==> src/hw/rtl/shape_area_and_bounding_size_assert.svh <==
// Assertion macros for the shape area and bounding size block.
// Included by the RTL files that carry concurrent assertions; no other dependencies.
`ifndef SHAPE_AREA_AND_BOUNDING_SIZE_ASSERT_SVH
`define SHAPE_AREA_AND_BOUNDING_SIZE_ASSERT_SVH
`ifndef SYNTHESIS
// property must hold at every clock edge out of reset
`define SABS_ASSERT(lbl, prop) \
    lbl: assert property (@(posedge clk) disable iff (!rst_n) prop) \
        else $error("sabs assertion failed");
// condition must never be true out of reset
`define SABS_NEVER(lbl, cond) \
    lbl: assert property (@(posedge clk) disable iff (!rst_n) !(cond)) \
        else $error("sabs forbidden condition seen");
`else
`define SABS_ASSERT(lbl, prop)
`define SABS_NEVER(lbl, cond)
`endif
`endif

==> src/hw/rtl/sabs_sqrt_cell.sv <==
// One cell of the square root chain: resolves one root bit from two radicand bits.
// No dependencies; carries a side payload along unchanged.
`timescale 1ns / 1ps
module sabs_sqrt_cell #(
    parameter int NR    = 35,
    parameter int WPE   = 70,
    parameter int WPASS = 49
) (
    input  logic             clk,
    input  logic             en,
    input  logic [WPE-1:0]   p_in,
    input  logic [NR:0]      rem_in,
    input  logic [NR-1:0]    root_in,
    input  logic [WPASS-1:0] pass_in,
    output logic [WPE-1:0]   p_out,
    output logic [NR:0]      rem_out,
    output logic [NR-1:0]    root_out,
    output logic [WPASS-1:0] pass_out
);
    logic [NR+2:0]    rem_w;
    logic [NR+2:0]    trial;
    logic [NR+2:0]    diff;
    logic             ge;

    logic [WPE-1:0]   p_reg, p_next;
    logic [NR:0]      rem_reg, rem_next;
    logic [NR-1:0]    root_reg, root_next;
    logic [WPASS-1:0] pass_reg;

    always_comb
    begin
        rem_w     = {rem_in, p_in[WPE-1:WPE-2]};
        trial     = (NR+3)'({root_in, 2'b01});
        ge        = rem_w >= trial;
        diff      = rem_w - trial;
        rem_next  = ge ? diff[NR:0] : rem_w[NR:0];
        root_next = {root_in[NR-2:0], ge};
        p_next    = {p_in[WPE-3:0], 2'b00};
    end

    always_ff @(posedge clk)
    begin
        if (en)
        begin
            p_reg    <= p_next;
            rem_reg  <= rem_next;
            root_reg <= root_next;
            pass_reg <= pass_in;
        end
    end

    assign p_out    = p_reg;
    assign rem_out  = rem_reg;
    assign root_out = root_reg;
    assign pass_out = pass_reg;
endmodule

==> config.mk <==
export PLATFORM = sky130hd
export DESIGN_NAME = sabs_sqrt_cell
export DESIGN_NICKNAME = d
export VERILOG_FILES = /design/src/hw/rtl/shape_area_and_bounding_size_assert.svh /design/src/hw/rtl/sabs_sqrt_cell.sv
export SDC_FILE = /design/constraint.sdc
export NUM_CORES = 1
export LEC_CHECK = 0
export ABC_AREA = 1
export BUFFER_PORTS_ARGS = -buffer_cell sky130_fd_sc_hd__buf_4
export CAP_MARGIN = 10
export CORE_ASPECT_RATIO = 1.25
export CORE_MARGIN = 4
export CORE_UTILIZATION = 35
export CTS_BUF_LIST = sky130_fd_sc_hd__clkbuf_8
export DETAILED_ROUTE_END_ITERATION = 12
export PLACE_DENSITY = 0.64
export SLEW_MARGIN = 0
export SYNTH_ARGS = -nofsm -noshare
export SYNTH_HDL_FRONTEND = slang
export SYNTH_SLANG_ARGS = --single-unit
export TNS_END_PERCENT = 30
==> constraint.sdc <==
create_clock -name clk -period 2.42 [get_ports clk]
set_input_delay 0.484 -clock clk [delete_from_list [all_inputs] [get_ports clk]]
set_output_delay 0.484 -clock clk [all_outputs]
set_load 0.03 [all_outputs]
# Yosys cells after proc, flatten, opt, wreduce, memory -nomap -nowiden
# Index checks and enable logic that the tools add are counted.
word_totals:
  output_inout_bits: 190
  input_bits: 192
  elab_cells: 7
  register_bits: 188
classes:
  n_mux: 1
  n_lt_le_gt_ge: 1
  addsub: 1
op_table:
  columns: ["op", "n"]
  rows:
  - ["$ge A38 B37 Y1", 1]
  - ["$mux W36", 1]
  - ["$sub A36 B36 Y36", 1]

# Longest topological paths before layout
logic_depth:
  ltp_word: 2
  ltp_mapped: 16
  depth_no_buf: 15

# Least setup slack after synthesis
# No wires, ideal clock.
synth_path:
  path_kind: "in2reg"
  start: "in root_in[15]"
  end: "reg rem_reg[23], in the netlist rem_out[23] (data pin)"
  n_path_buf: 2
  stages: 14
  setup_ns: 0.252
  setup_slack_ns: 0.301
  t_required_ns: 2.168
  t_arrival_ns: 1.867
  path_cell_list: "inv_1 ha_1 nand2_4 inv_1 nand2_1 nand2_1 a21oi_2 nand2_1 nand2_1 nand4_1 buf_6 buf_12 nand3_2 nand2_1"
synth_between:
  elab_chain_cells: 2
  elab_cells_between_ends: 3
  cone_classes: "add/sub: 1; order compare: 1; mux: 1"
synth_rtl:
  columns: ["element", "line", "text"]
  rows:
  - ["start: declaration", "sabs_sqrt_cell.sv:13", "input logic [NR-1:0] root_in,"]
  - ["$sub A36 B36 Y36 or $ge A38 B37 Y1 (tied branches)", "sabs_sqrt_cell.sv:35, sabs_sqrt_cell.sv:34", null]
  - ["$mux W36 (*)", "sabs_sqrt_cell.sv:36", "rem_next = ge ? diff[NR:0] : rem_w[NR:0];"]
  - ["named net rem_next[23]", "sabs_sqrt_cell.sv:26", "logic [NR:0] rem_reg, rem_next;"]
  - ["end signal: assignment", "sabs_sqrt_cell.sv:46", "rem_reg <= rem_next;"]
  - ["end: declaration", "sabs_sqrt_cell.sv:26", null]
# Mark *: on every way through the listed nets, which the timed path passes. The rest lies on a longest branch.
# A chain may end at the register's enable or synchronous reset.

# Worst setup path in the final report
layout_path:
  start: "in rem_in[15]"
  end: "reg rem_reg[35], in the netlist rem_out[35] (data pin)"
layout_between:
  elab_chain_cells: 2
  elab_cells_between_ends: 3
  cone_classes: "add/sub: 1; order compare: 1; mux: 1"
layout_rtl:
  columns: ["element", "line", "text"]
  rows:
  - ["start: declaration", "sabs_sqrt_cell.sv:12", "input logic [NR:0] rem_in,"]
  - ["$sub A36 B36 Y36 or $ge A38 B37 Y1 (tied branches)", "sabs_sqrt_cell.sv:35, sabs_sqrt_cell.sv:34", null]
  - ["$mux W36 (*)", "sabs_sqrt_cell.sv:36", null]
  - ["named net rem_next[35]", "sabs_sqrt_cell.sv:26", null]
# Marks and branches as above.

==> metrics.md <==
| Metric | Value |
|---|---|
| Async SR Flop Fraction | `0%` |
| Post-Syn Area | `9340 sq um` |
| DIE AREA | `29400 sq um` |
| Initial drt markers | `427` |
| Final hold vios | `0` |
| Final HPWL DP | `25200 um` |
| Die Span Y | `191 um` |
| GRT Overall Usage | `20.4%` |
| Post-route ant nets | `0` |
| Max-cap violation count | `0` |
| Area grow syn2layout | `46.6%` |
| F_max | `0.459 GHz` |
| Grt total ovfl | `0` |
| Vias/cell | `4.59` |
| TritonCTS Buffers | `17` |
| Largest net degree at the start of global routing | `50` |
| Number of synthesized register bits | `188` |
| Worst-path maximum fanout | `3` |
| CTS max path bufs | `2` |
| Vias in the first global route | `8046` |
| Commonest cells post-synth | `nand2_1 (271), edfxtp_1 (188), inv_1 (134)` |
| Worst setup path class | `input port to register` |
| Core footprint | `26200 sq um` |
| Vias | `7891` |
| Diodes inserted | `0` |
| Final min period | `2180 ps` |
| CTS H-tree depth | `4` |
| Status | `complete, no violations` |
| Cells after Synth | `886` |
| Setup TNS | `0 ps` |
| Synth Warn # | `0` |
| DRC Markers | `0` |
| Largest area contributor in the netlist | `edfxtp_1` |
| Area contributors post-synth | `edfxtp_1 (60%), nand2_1 (11%), inv_1 (5.4%), ha_1 (5.0%), nand3_2 (4.4%)` |
| Total wire length | `30800 um` |
| # nets final | `1596` |
| Post-synth EDFFs | `188` |
| WL/cell | `17.9 um` |
| Mean Syn Cell Area | `10.5 sq um` |
| Final period utilization | `90.1%` |
| Fin. max-slew vios | `0` |
| Die X | `154 um` |
| DR pass1 iterations | `7` |
| Initial Util | `35.7%` |
| Ports | `382` |
| Worst Setup Start Kind | `input port` |
| Clk root buf | `clkbuf_8` |
| Clock sink count | `188` |
| I/O Buffers | `379` |
| Synth top area share | `60.4%` |
| Reg clk slew, reported paths | `120 ps` |
| # rows | `66` |
| Hold Crit Depth | `1` |
| First-pass GRT wire length | `45800 um` |
| Hold buffers post-CTS | `0` |
| Yosys cell types | `30` |
| Worst setup EP type | `register` |
| Pleak | `0.00663 uW` |
| Initial antenna violation count | `0` |
| Worst vdd ir | `0.313 mV` |
| RSZ-0062 raised after global routing | `no` |
| Most frequent cell after synthesis | `nand2_1` |
| Layout cells sized above 1 | `41.4%` |
| Top FF cell, synth | `edfxtp_1` |
| Sequential share of the synthesized area | `60.4%` |
| WP data required | `2660 ps` |
| Setup violators final | `0` |
| Placement Cell Area | `13300 sq um` |
| Gp weighted congestion | `0.927` |
| Hold Path Class | `input port to register` |
| CP arrival | `2420 ps` |
| Power Dens Cells | `648 nW/um^2` |
| Cell area after layout | `13700 sq um` |
| CTS tree | `yes` |
what timing repair did:
action / CTS / global route
endpoints found under the setup margin: 0 / 1
resized for setup: 0 / 1
setup buffers: 0 / 0
per-stage QoR:
step	hold slack, ps	worst slack, ps	power, uW	cells	util, %
after global routing	120	88.6	9300	1720	52.3
after CTS	129	182	8970	1720	52.3
after floorplan	583	301	5440	887	-
final	166	240	8880	1720	52.3
after global placement	662	-326	6630	1688	50.7
after detailed placement	663	-338	6650	1688	50.7
logic make-up (layout without fill, tap and decap cells):
kind of cell,Yosys count,count (layout),share of synthesized area (%)
adder cells (fa/ha/maj),37,37,4.96
buffers and inverters,149,642,7.34
AND/OR/NAND/NOR,452,452,23.1
XOR/XNOR,18,18,1.69
AO/OA/AOI/OAI,41,41,2.45
other,1,2,0.0401
flip-flops,188,188,60.4
worst max-delay path, cell delays in order:
cell	delay (ps)
buf_4	120
ha_1	350
buf_4	170
nand2_1	100
inv_1	60
nand2_1	180
inv_1	70
a21oi_1	250
nand3_1	220
nand2_1	190
nand3_1	90
nand3_1	90
nand2_1	60
worst paths after layout:
check        start           end  slack (ps)
max     rem_in[15]   rem_out[35]         240
min    pass_in[35]  pass_out[35]         170
sequential cells by signal, indices dropped and copies added, names as in the netlist:
signal,flops
pass_out,49
p_out,68
root_out,35
rem_out,36
cell usage in the layout, fill, tap and decap left out, types with 3 or more instances in the layout:
cell type  netlist  routed
edfxtp_1       188     188
nor2_2           7       8
a21oi_1         27      27
nand4_1          7       7
nand3b_1         9       9
buf_4            2     466
nor2_4           3       3
nand2_4          3       3
o21bai_1         7       7
nor2_1          52      51
nand2_2          9       9
inv_8            0       6
xor2_1          17      17
nand3_2         41      41
nand2_1        271     271
buf_12           4       8
o21ai_0          5       5
clkbuf_8         0      18
ha_1            37      37
nand3_1         39      39
nor3_1           7       7
inv_1          134     134
layout make-up:
class	count	area [sq um]
fill	2476	12500
inverter	135	507
tap	340	425
sequential	188	5650
clock buffer	17	234
timing repair buffer	475	3670
clock inverter	15	196
multi-input combinational	550	3020
metal layers:
metal / vias to the layer above / track usage, % / wire, um
met5: - / 0 / 0
met4: 0 / 7.27 / 913
met3: 43 / 6.06 / 2440
met2: 310 / 37.6 / 16400
met1: 3655 / 22.0 / 11100
li1: 3883 / - / -
report_power, final:
| part | leakage [uW] | internal, uW | total, uW | switching (uW) |
|---|---|---|---|---|
| Combinational | 0.00458 | 1010 | 2530 | 1520 |
| Clock | 0.000212 | 984 | 2320 | 1340 |
| Sequential | 0.00184 | 3940 | 4020 | 85.0 |
Note: power is estimated with default switching activity, not from simulation.
