[config.mk]
export PLATFORM = sky130hd
export DESIGN_NAME = sabs_div_cell
export DESIGN_NICKNAME = d
export VERILOG_FILES = /design/src/hw/rtl/shape_area_and_bounding_size_assert.svh /design/src/hw/rtl/sabs_div_cell.sv
export SDC_FILE = /design/constraint.sdc
export NUM_CORES = 1
export LEC_CHECK = 0
export ABC_AREA = 0
export BUFFER_PORTS_ARGS = -buffer_cell sky130_fd_sc_hd__clkbuf_2
export CORE_AREA = 2 2 133 135
export CTS_CLUSTER_DIAMETER = 80
export DETAILED_ROUTE_END_ITERATION = 12
export DIE_AREA = 0 0 135 137
export PLACE_DENSITY = 0.78
export SYNTH_ARGS = -nofsm -noshare
export SYNTH_HDL_FRONTEND = slang
export SYNTH_SLANG_ARGS = --single-unit
[constraint.sdc]
create_clock -name clk -period 5.1 [get_ports clk]
set_clock_uncertainty 0.15 [all_clocks]
set_input_delay 1.02 -clock clk [delete_from_list [all_inputs] [get_ports clk]]
set_output_delay 1.02 -clock clk [all_outputs]
set_load 0.02 [all_outputs]
[src/hw/rtl/shape_area_and_bounding_size_assert.svh]
// Assertion macros for the shape area and bounding size block.
// Included by the RTL files that carry concurrent assertions; no other dependencies.
`ifndef SHAPE_AREA_AND_BOUNDING_SIZE_ASSERT_SVH
`define SHAPE_AREA_AND_BOUNDING_SIZE_ASSERT_SVH
`ifndef SYNTHESIS
// property must hold at every clock edge out of reset
`define SABS_ASSERT(lbl, prop) \
    lbl: assert property (@(posedge clk) disable iff (!rst_n) prop) \
        else $error("sabs assertion failed");
// condition must never be true out of reset
`define SABS_NEVER(lbl, cond) \
    lbl: assert property (@(posedge clk) disable iff (!rst_n) !(cond)) \
        else $error("sabs forbidden condition seen");
`else
`define SABS_ASSERT(lbl, prop)
`define SABS_NEVER(lbl, cond)
`endif
`endif

[src/hw/rtl/sabs_div_cell.sv]
// One cell of the restoring divider chain: produces one quotient bit.
// No dependencies.
`timescale 1ns / 1ps
module sabs_div_cell #(
    parameter int NR = 35,
    parameter int NQ = 49
) (
    input  logic          clk,
    input  logic          en,
    input  logic [NQ-1:0] n_in,
    input  logic [NR-1:0] rem_in,
    input  logic [NR-1:0] d_in,
    input  logic [NQ-1:0] q_in,
    output logic [NQ-1:0] n_out,
    output logic [NR-1:0] rem_out,
    output logic [NR-1:0] d_out,
    output logic [NQ-1:0] q_out
);
    logic [NR:0]   rem_w;
    logic [NR:0]   diff;
    logic          ge;

    logic [NQ-1:0] n_reg, n_next;
    logic [NR-1:0] rem_reg, rem_next;
    logic [NR-1:0] d_reg;
    logic [NQ-1:0] q_reg, q_next;

    always_comb
    begin
        rem_w    = {rem_in, n_in[NQ-1]};
        ge       = rem_w >= {1'b0, d_in};
        diff     = rem_w - {1'b0, d_in};
        rem_next = ge ? diff[NR-1:0] : rem_w[NR-1:0];
        q_next   = {q_in[NQ-2:0], ge};
        n_next   = {n_in[NQ-2:0], 1'b0};
    end

    always_ff @(posedge clk)
    begin
        if (en)
        begin
            n_reg   <= n_next;
            rem_reg <= rem_next;
            d_reg   <= d_in;
            q_reg   <= q_next;
        end
    end

    assign n_out   = n_reg;
    assign rem_out = rem_reg;
    assign d_out   = d_reg;
    assign q_out   = q_reg;
endmodule

=== Word level (Yosys, flattened, before mapping) ===
Index checks and enable logic that the tools add are counted.

* Register bits after elaboration: 167
* Bits of input ports: 170
* Output and inout bits: 168
* Logic and storage cells: 7

* Add/sub/neg operators: 1
* Order comparisons: 1
* Mux-type cells: 1

{| class="wikitable"
|+ Operators by type and width
! kind !! number
|-
| 36-bit by 35-bit >= comparator with 1-bit output || 1
|-
| 35-bit two-way mux || 1
|-
| 35-bit subtractor || 1
|}

=== Logic depth before layout (Yosys ltp) ===
* Word-level depth: 2
* Mapped depth: 14
* Mapped depth without buffers: 12

=== Worst setup path before layout ===
OpenSTA, ideal clock, no wires.

* Path kind: input to register
* From: in d_in[2]
* To: reg rem_reg[17] (netlist: rem_out[17]) (data pin)
* Setup time: 262 ps
* Arrival: 3,481 ps
* Data required time: 4,688 ps
* Setup slack: 1,207 ps
* Cell stages on the path: 11
* Path buffers: 1
* Cell sequence: inv_1 > ha_1 > nor2b_1 > o31a_1 > a21oi_2 > o221ai_2 > a2111oi_2 > o21ai_1 > a211oi_2 > buf_4 > mux2_1

* Longest elaborated chain between the ends: 2
* Elaborated cells on any way between the ends: 3
* Classes of those cells: add/sub: 1; order compare: 1; mux: 1

{| class="wikitable"
|+ Ends and longest elaborated chain
! element !! line !! RTL
|-
| from (decl) || sabs_div_cell.sv:12 || <nowiki>input logic [NR-1:0] d_in,</nowiki>
|-
| 35-bit subtractor / 36-bit by 35-bit >= comparator with 1-bit output (equally long branches) || sabs_div_cell.sv:32, sabs_div_cell.sv:31 ||
|-
| 35-bit two-way mux (*) || sabs_div_cell.sv:33 || <nowiki>rem_next = ge ? diff[NR-1:0] : rem_w[NR-1:0];</nowiki>
|-
| net rem_next[17] || sabs_div_cell.sv:24 || <nowiki>logic [NR-1:0] rem_reg, rem_next;</nowiki>
|-
| to (signal assigned) || sabs_div_cell.sv:43 || <nowiki>rem_reg <= rem_next;</nowiki>
|-
| to (decl) || sabs_div_cell.sv:24 ||
|}

Mark *: on every way through the listed nets, which the timed path passes. The rest lies on a longest branch.
A chain may end at the register's enable or synchronous reset.

=== Final worst setup path ===
* From: in n_in[48]
* To: reg rem_reg[4] (netlist: rem_out[4]) (data pin)

* Longest elaborated chain between the ends: 2
* Elaborated cells on any way between the ends: 3
* Classes of those cells: add/sub: 1; order compare: 1; mux: 1

{| class="wikitable"
|+ Ends and longest elaborated chain
! element !! line !! RTL
|-
| from (decl) || sabs_div_cell.sv:10 || <nowiki>input logic [NQ-1:0] n_in,</nowiki>
|-
| 35-bit subtractor / 36-bit by 35-bit >= comparator with 1-bit output (equally long branches) || sabs_div_cell.sv:32, sabs_div_cell.sv:31 ||
|-
| 35-bit two-way mux (*) || sabs_div_cell.sv:33 ||
|-
| net rem_next[4] || sabs_div_cell.sv:24 ||
|}

Marks and branches as above.

==> flow_metrics.py <==
metrics = {
    "status": {
        "outcome": "complete, no violations",
    },
    "sta": {
        "tightest_slew_ns": 0.984,
        "max_freq_mhz": 243,
        "drv_slew": 0,
        "slew_headroom": 0.344,
        "min_period_ns": 4.12,
        "setup_viol": 0,
        "fin_ws_ns": 0.980,
        "rsz0062_at_grt": "no",
        "period_share": 0.808,
        "final-hold-violation-count": 0,
        "setup_tns_ns": 0,
    },
    "layout": {
        "syn_to_final_growth_pct": 33.2,
        "fin_nets": 1128,
        "antenna_cells": 0,
        "final_cell_mix": "clkbuf_2, edfxtp_1, nand2_1",
        "n_fill_cell": 1375,
        "final_common_cell": "clkbuf_2",
        "multi_input_area_um2": 2280,
        "regArea_um2": 5010,
        "drive_gt1_frac": 0.405,
    },
    "route": {
        "via_per_inst": 5.08,
        "num_vias": 5893,
        "drc": 0,
        "drt-initial-drc-count": 349,
        "wl_per_cell_um": 17.3,
        "first_pass_iters": 5,
        "drt_wl_total_um": 20000,
        "ant_nets": 0,
    },
    "global_routing": {
        "track_usage": 0.211,
        "grt.overflow.total": 0,
        "grt_pass1_wl_um": 29400,
        "grt_pass1_vias": 5579,
        "grt_max_degree": 108,
        "antenna_found_initial": 1,
    },
    "floorplanning": {
        "fp.dieH_um": 137,
        "die_area_um2": 18500,
        "initial_utilization": 0.445,
        "fp.dieW_um": 135,
        "core.rowCount": 48,
        "coreArea_um2": 17100,
        "design.portCount": 338,
    },
    "clocking": {
        "cts_tree": "done",
        "clockRootBuffer": "clkbuf_16",
        "cts_resized": 0,
        "clock-sinks": 167,
        "post_cts_buffers": 0,
        "cts_hold_buf": 0,
        "cts_made_buffers": 17,
        "path_clk_slew_ns": 0.07,
        "htree_levels": 4,
        "clockBufferDepth": 2,
    },
    "placement": {
        "post-place-ws_ns": 0.517,
        "hpwl_um": 15700,
        "io_buffers": 335,
        "place_congestion": 0.837,
    },
    "yosys": {
        "synthDistinctLibCells": 56,
        "ys_seq_area_frac": 0.661,
        "synth-edff-count": 167,
        "yosys_warnings": 0,
        "synth_nets": 790,
        "async_flop_share": 0,
        "syn_avg_cell_area_um2": 13.0,
        "syn-instance-count": 584,
        "syn_area_um2": 7580,
        "ys.flop_type": "edfxtp_1",
        "synth_seq_cells": 167,
    },
    "critical_path": {
        "worstPathArrival_ns": 4.15,
        "crit_start": "n_in[48]",
        "crit_path_start_kind": "input pin",
        "critPathRequiredTime_ns": 5.13,
        "critPathKind": "in2reg",
        "endpoint_kind": "register",
        "crit_fanout": 35,
        "endpoint": "rem_out[4]",
    },
    "power_and_ir_drop": {
        "pwr_density_cell_nw_per_um2": 370,
        "ir_worst_vdd_mv": 0.221,
        "p_leak_nw": 4.54,
    },
    "hold_path": {
        "hp-class": "in2reg",
    },
    "flow_run": {
        "cap_violations": 0,
    },
}
## power breakdown
| group | internal (mW) | switching (mW) |
|---|---|---|
| logic | 0.270 | 0.475 |
| registers | 1.67 | 0.0347 |
| clock network | 0.699 | 0.590 |
## state kept, by name, summed over array words and instances (netlist names)
name	cells
rem_out	35
q_out	49
d_out	35
n_out	48
## kinds of logic (layout without fill, tap and decap cells)
logic type,count (synthesis),count (layout),share of synthesized area
simple gates,133,133,0.0813
fa+ha+maj,36,36,0.0604
compound gates,149,149,0.124
mux,3,3,0.00412
flops,167,167,0.661
buf+inv,69,420,0.0388
xor+xnor,26,26,0.0300
other cells,1,1,0.000494
## synth_stat cells (4+ instances only)
cell / instances / area, um^2
xor2_1: 9 / 78.8
o31ai_1: 4 / 30.0
nor2_1: 21 / 78.8
edfxtp_1: 167 / 5010
o21ai_0: 21 / 105
nand2_1: 61 / 229
buf_2: 4 / 20.0
nor3_1: 6 / 30.0
nor2b_1: 8 / 50.1
o21ai_1: 26 / 130
a21o_1: 13 / 97.6
a211oi_1: 4 / 30.0
clkbuf_1: 13 / 48.8
a21oi_1: 39 / 195
and3_1: 7 / 43.8
nand4_1: 6 / 37.5
xnor2_1: 17 / 149
o21bai_1: 5 / 37.5
nand3_1: 8 / 40.0
nor4_1: 4 / 25.0
a31oi_1: 6 / 37.5
inv_1: 47 / 176
ha_1: 35 / 438
o21a_1: 7 / 52.6
## final cells by class
class / count / share of cell area
flip-flops and latches: 167 / 0.496
multi-input cells: 348 / 0.226
repair buffers: 341 / 0.174
clock buffers: 18 / 0.0425
well taps: 225 / 0.0279
inverters: 47 / 0.0175
clock inverters: 14 / 0.0162
## worst min path at each step
| stage | depth (start not counted) | endpoint | startpoint | slack [ns] |
|---|---|---|---|---|
| after floorplan | 0 | d_out[0] | d_in[0] | 0.97 |
| after global placement | 1 | n_out[25] | n_in[24] | 1.05 |
| after detailed placement | 1 | n_out[11] | n_in[10] | 1.05 |
| after CTS | 1 | q_out[26] | q_in[25] | 0.60 |
| after global routing | 1 | n_out[3] | n_in[2] | 0.59 |
| final | 1 | q_out[35] | q_in[34] | 0.62 |
## critical path, cell delays in order
cell,delay (ns)
clkbuf_2,0.09
inv_1,0.05
ha_1,0.18
fa_1,0.21
nor2b_1,0.07
o31a_1,0.31
a21oi_2,0.28
o221ai_2,0.17
a2111oi_2,0.48
o21ai_1,0.19
a211oi_4,0.59
buf_12,0.26
a211oi_1,0.07
a21o_1,0.16
## per-layer routing
metal,up-vias,share of wire,wire [um],track usage
met2,238,0.51,10200,0.365
met3,33,0.078,1570,0.0641
met1,2769,0.39,7860,0.250
li1,2851,-,-,-
met5,-,0.00065,13,0
met4,2,0.019,374,0.0752
## through the flow
stage	hold slack (ns)	util	total power [mW]	area [um^2]	std cells
floorplan	0.969	-	2.18	7580	584
global placement	1.05	0.558	2.46	9510	1128
detailed placement	1.05	0.558	2.48	9510	1128
CTS	0.600	0.592	3.77	10100	1160
global route	0.593	0.592	3.89	10100	1160
finish	0.618	0.592	3.74	10100	1160
Power figures use the tool's default switching activity.
