[config.mk]
export PLATFORM = sky130hd
export DESIGN_NAME = sabs_wmul
export DESIGN_NICKNAME = d
export VERILOG_FILES = /design/src/hw/rtl/shape_area_and_bounding_size_assert.svh /design/src/hw/rtl/sabs_wmul.sv
export SDC_FILE = /design/constraint.sdc
export NUM_CORES = 2
export LEC_CHECK = 0
export ABC_AREA = 0
export ABC_CLOCK_PERIOD_IN_PS = 7100
export BUFFER_PORTS_ARGS = -buffer_cell sky130_fd_sc_hd__clkbuf_2
export CORE_ASPECT_RATIO = 2
export CORE_UTILIZATION = 35
export DETAILED_ROUTE_END_ITERATION = 12
export PLACE_DENSITY = 0.57
export SKIP_CTS_REPAIR_TIMING = 1
export SLEW_MARGIN = 20
export SYNTH_ARGS = -nofsm -noshare
export SYNTH_HDL_FRONTEND = slang
export SYNTH_SLANG_ARGS = --single-unit
[constraint.sdc]
create_clock -name clk -period 7.1 [get_ports clk]
set_input_delay 0.355 -clock clk [delete_from_list [all_inputs] [get_ports clk]]
set_output_delay 0.355 -clock clk [all_outputs]
set_load 0.05 [all_outputs]
[src/hw/rtl/shape_area_and_bounding_size_assert.svh]
// Assertion macros for the shape area and bounding size block.
// Included by the RTL files that carry concurrent assertions; no other dependencies.
`ifndef SHAPE_AREA_AND_BOUNDING_SIZE_ASSERT_SVH
`define SHAPE_AREA_AND_BOUNDING_SIZE_ASSERT_SVH
`ifndef SYNTHESIS
// property must hold at every clock edge out of reset
`define SABS_ASSERT(lbl, prop) \
    lbl: assert property (@(posedge clk) disable iff (!rst_n) prop) \
        else $error("sabs assertion failed");
// condition must never be true out of reset
`define SABS_NEVER(lbl, cond) \
    lbl: assert property (@(posedge clk) disable iff (!rst_n) !(cond)) \
        else $error("sabs forbidden condition seen");
`else
`define SABS_ASSERT(lbl, prop)
`define SABS_NEVER(lbl, cond)
`endif
`endif

[src/hw/rtl/sabs_wmul.sv]
// Two-stage wide unsigned multiplier: four half-width partial products, then a sum.
// No dependencies.
`timescale 1ns / 1ps
module sabs_wmul #(
    parameter int WA = 34,
    parameter int WB = 34
) (
    input  logic             clk,
    input  logic             en,
    input  logic [WA-1:0]    a,
    input  logic [WB-1:0]    b,
    output logic [WA+WB-1:0] p
);
    localparam int HA = (WA + 1) / 2;
    localparam int HB = (WB + 1) / 2;
    localparam int WP = WA + WB;

    logic [HA-1:0]    a_lo;
    logic [WA-HA-1:0] a_hi;
    logic [HB-1:0]    b_lo;
    logic [WB-HB-1:0] b_hi;

    logic [HA+HB-1:0] ll_reg, ll_next;
    logic [HA+HB-1:0] lh_reg, lh_next;
    logic [HA+HB-1:0] hl_reg, hl_next;
    logic [HA+HB-1:0] hh_reg, hh_next;
    logic [WP-1:0]    p_reg, p_next;

    assign a_lo = a[HA-1:0];
    assign a_hi = a[WA-1:HA];
    assign b_lo = b[HB-1:0];
    assign b_hi = b[WB-1:HB];

    always_comb
    begin
        ll_next = (HA+HB)'(a_lo) * (HA+HB)'(b_lo);
        lh_next = (HA+HB)'(a_lo) * (HA+HB)'(b_hi);
        hl_next = (HA+HB)'(a_hi) * (HA+HB)'(b_lo);
        hh_next = (HA+HB)'(a_hi) * (HA+HB)'(b_hi);
        p_next  = WP'(ll_reg) + (WP'(lh_reg) << HB) + (WP'(hl_reg) << HA)
                + (WP'(hh_reg) << (HA + HB));
    end

    always_ff @(posedge clk)
    begin
        if (en)
        begin
            ll_reg <= ll_next;
            lh_reg <= lh_next;
            hl_reg <= hl_next;
            hh_reg <= hh_next;
            p_reg  <= p_next;
        end
    end

    assign p = p_reg;
endmodule

* Yosys cells after proc, flatten, opt, wreduce, memory -nomap -nowiden
Index checks and enable logic that the tools add are counted.
Cells by class: $add $sub $neg 3, multipliers 4, divide/modulo/power cells 0, magnitude comparators 0, eq/ne operators 0, shift-type cells 0, mux-type cells 0, bitwise operators 0, reductions and logical operators 0
Operators with widths (number):
- multiplier 17 x 17 -> 34 bit | 4
- adder 53 x 68 -> 68 bit | 1
- adder 52 x 51 -> 53 bit | 1
- adder 34 x 51 -> 52 bit | 1
Storage, ports and cells: bits in registers 204, bits in latches 0, memory bits (writable) 0, bits in read-only memories 0, word-level logic and storage cells 12, memories 0

* Depth between registers and ports, before layout
depth after elaboration 3, depth in mapped cells 25, gate-level depth less buffers 23

* Worst setup path before layout
Ideal clock, no wire load.
path kind input to register, start input a[14], end register lh_reg[28] (data pin), data arrival time 5.800 ns, required time 6.839 ns, path slack 1.040 ns, stages 22, buffers on the path 2, cells stage by stage clkbuf_1 clkbuf_1 nand2_1 fa_1 fa_1 fa_1 inv_1 fa_1 fa_1 inv_1 fa_1 inv_1 ha_1 a21o_1 a21o_1 a21oi_1 o21ai_0 a41oi_1 a21oi_1 or2_1 a211o_1 xor2_1
Between the ends: longest elaborated chain between the ends 1
RTL lines:
- start, declared | line sabs_wmul.sv:10 | input logic [WA-1:0] a,
- multiplier 17 x 17 -> 34 bit | line sabs_wmul.sv:37 | lh_next = (HA+HB)'(a_lo) * (HA+HB)'(b_hi);
- net lh_next[28] | line sabs_wmul.sv:24 | logic [HA+HB-1:0] lh_reg, lh_next;
- end signal, assigned | line sabs_wmul.sv:49 | lh_reg <= lh_next;
- end, declared | line sabs_wmul.sv:24
The timed path passes the listed nets, and every way through them passes these cells. A chain may end at the register's enable or synchronous reset.

* Worst setup path in the final report
start input b[8], end register ll_reg[33] (data pin)
Between the ends: longest elaborated chain between the ends 1
RTL lines:
- start, declared | line sabs_wmul.sv:11 | input logic [WB-1:0] b,
- multiplier 17 x 17 -> 34 bit | line sabs_wmul.sv:36 | ll_next = (HA+HB)'(a_lo) * (HA+HB)'(b_lo);
- net ll_next[33] | line sabs_wmul.sv:23 | logic [HA+HB-1:0] ll_reg, ll_next;
- end signal, assigned | line sabs_wmul.sv:48 | ll_reg <= ll_next;
- end, declared | line sabs_wmul.sv:23
The timed path passes the listed nets, and every way through them passes these cells.

==> metrics.md <==
| Metric | Value |
|---|---|
| Iteration-0 DRC Markers | `between 1,500 and 2,000` |
| Crit path arrival time | `between 6 and 7 ns` |
| Number of synthesized flops with an enable pin | `204` |
| Count of final hold-check violations | `0` |
| Via density | `around 5.1` |
| Clock-pin slew on the worst setup and hold paths | `about 0.06 ns` |
| CORE AREA | `between 100,000 and 150,000 um^2` |
| Clock Latency Late Sink | `about 0.65 ns` |
| Post-synth cell types | `between 60 and 70` |
| Clock Sinks | `204` |
| Syn_nets | `6,472` |
| Crit path max-delay family | `adder cells` |
| Simple logic cell fraction of the synthesized area | `0.150` |
| Failing checks | `design-rule violations` |
| CTS Root Cell | `clkbuf_16` |
| Design area | `51,200 um^2` |
| Rows | `189` |
| Reg2reg setup slack | `between 2 and 2.5 ns` |
| Crit. End Element | `flop` |
| Worst path slowest cell | `fa_1` |
| Top FF cell, synth | `edfxtp_1` |
| Vias in the first global route | `38,600` |
| Post-synthesis register bit count | `between 200 and 250` |
| Crit path to | `ll_reg[33]` |
| CTS Buf Count | `24` |
| Synth area leader | `fa_1` |
| IO buf count | `between 100 and 150` |
| I/O pin count | `roughly 140` |
| Initial antenna violation count | `13` |
| Reg-to-reg endpoint | `p[62]` |
| Die Span X | `261 um` |
| Area share of fa/ha/maj cells after synthesis | `0.520` |
| RSZ-0062 raised after global routing | `false` |
| Maximum clock insertion buffer count | `3` |
| Max reg flops | `68` |
| Slew @ Worst Pin | `around 0.97 ns` |
| Fin worst setup slack | `between 0.9 and 1 ns` |
| Worst Clk Skew | `0.0390 ns` |
| Max cap viols | `0` |
| Drt first pass iters | `11` |
| Placed Cells | `approximately 6,800` |
| Layout area overhead | `8.74%` |
| Cell mode on critical path | `fa_1` |
| Post-synthesis mux area share | `0.000426` |
| Area after DPL | `50,400 um^2` |
| Initial Utilization | `0.354` |
| Synth top area share | `0.396` |
| Worst-path cell chain | `clkbuf_2 > nand2_1 > fa_1 > inv_1 > fa_1 > inv_1 > fa_1 > inv_1 > fa_1 > fa_1 > inv_1 > fa_1 > inv_1 > ha_1 > nand2_1 > or3_1 > o211ai_1 > a21oi_1 > buf_4 > o21ai_1 > o31ai_1 > a41o_1 > xnor2_1` |
| Post-route ant nets | `0` |
| Max Freq | `between 150 and 200 MHz` |
| Hold WC Path Type | `in -> reg` |
| Place WS | `roughly 0.27 ns` |
| Global route total overflow | `0` |
| Synth async-reset ratio | `0` |
| Crit path max fanout | `17` |
| WP buf/inv | `7` |
| Most frequent cells in the layout | `inv_1, fa_1, nand2_1` |
| Syn avg cell area | `~9.4 um^2` |
| CP Launch Point | `b[8]` |
| Fillers | `roughly 13,000` |
| Final std cells w/o fill | `approximately 6,800` |
| Max transition margin | `0.353` |
| Setup TNS | `0 ns` |
| Main combinational cell family by area after synthesis | `adder cells` |
| # setup viols final | `0` |
| CTS tree | `built` |
| DRC viols | `18` |
| Startpoint of the worst register-to-register path | `ll_reg[18]` |
| Synth warn | `0` |
| Routability congestion estimate | `around 0.93` |
| DRT Wirelength | `between 100,000 and 150,000 um` |
| Top cells by area, synth | `fa_1, edfxtp_1, ha_1, inv_1, and2_1` |
| Register area share after synthesis | `0.130` |
| Worst r2r path cells | `13` |
| Tmin final | `about 6.2 ns` |
| Post-synthesis compound-gate area fraction | `0.0629` |
| Startpoint types | `input pin` |
| Commonest non-fill, non-tap cell in the layout | `inv_1` |
| Post-synthesis xor/xnor area fraction | `0.0289` |
| Worst Setup Path Type | `in -> reg` |
| Die area | `approximately 140,000 um^2` |
| Largest net degree at the start of global routing | `between 100 and 150` |
| Routed length per instance | `21.2 um` |
| Total Routing Usage GR | `0.219` |
| DP HPWL | `between 100,000 and 150,000 um` |
| Mapped Cells | `5,005` |
| Cell Area, Synth | `around 47,000 um^2` |
| DIE HEIGHT | `~520 um` |
| Crit. path cell count | `23` |
| Wire length of the first global-routing pass | `around 220,000 um` |
| CP peak stage delay | `0.56 ns` |
| Req. time, crit path | `approximately 7.5 ns` |
| Fraction of layout cells with a size suffix above 1 | `0.0697` |
| Depth of the CTS H-tree | `1` |
| Nets | `around 6,600` |
| Total number of vias | `between 30,000 and 40,000` |
| Period utilization | `0.872` |
| Status | `complete, but fails checks` |
| Max-slew violation count | `0` |
[worst min-delay path by stage]
stage	startpoint	end	slack, ns	cells past startpoint
finish	en	p[50]	0.23	1
global route	en	p[50]	0.30	1
detailed placement	ll_reg[0]	p[0]	0.41	0
global placement	ll_reg[4]	p[4]	0.40	0
floorplan	ll_reg[0]	p[0]	0.40	0
CTS	en	hl_reg[32]	0.30	1
[logic make-up after synthesis]
family                   after synthesis
buffers and inverters               1351
flip-flops                           204
AND/OR/NAND/NOR                     1454
AO/OA/AOI/OAI                        442
XOR/XNOR                             155
adder cells (fa/ha/maj)             1397
multiplexers                           2
[routing by layer]
metal	global-route usage	vias to the layer above	routed length, um	part of all wire
met5	0	-	87	0.00060
li1	-	15300	-	-
met4	0.200	12	15800	0.11
met1	0.201	17900	44100	0.30
met3	0.0257	476	5790	0.040
met2	0.413	977	79400	0.55
[stage by stage]
| stage | hold slack, ns | utilization |
|---|---|---|
| global placement | 0.402 | 0.379 |
| detailed placement | 0.408 | 0.379 |
| CTS | 0.297 | 0.385 |
| finish | 0.227 | 0.385 |
| floorplan | 0.400 | - |
| global route | 0.297 | 0.385 |
[final cells by class]
| type | count | area, um^2 | share of cell area |
|---|---|---|---|
| Multi-Input combinational cell | 3450 | 35800 | 0.701 |
| Sequential cell | 204 | 6130 | 0.120 |
| Inverter | 1116 | 4190 | 0.0819 |
| Tap cell | 1719 | 2150 | 0.0420 |
| Timing Repair Buffer | 297 | 2100 | 0.0410 |
| Clock buffer | 27 | 612 | 0.0120 |
| Clock inverter | 13 | 119 | 0.00232 |
| Antenna cell | 6 | 15.0 | 0.000294 |
[cell usage after synthesis, types with 17 or more instances]
| library cell | count |
|---|---|
| edfxtp_1 | 204 |
| nand2_1 | 726 |
| clkbuf_1 | 235 |
| a21oi_1 | 136 |
| nor2_1 | 81 |
| o21bai_1 | 24 |
| xnor2_1 | 117 |
| o21ai_1 | 18 |
| nand2b_1 | 17 |
| ha_1 | 466 |
| o21ai_0 | 44 |
| inv_1 | 1116 |
| nand4_1 | 22 |
| nand3_1 | 35 |
| o21a_1 | 27 |
| a21o_1 | 83 |
| xor2_1 | 38 |
| fa_1 | 931 |
| and2_1 | 514 |
Power is not shown: default switching activity piles up to over one toggle a cycle in this logic, so the estimate is an artifact.
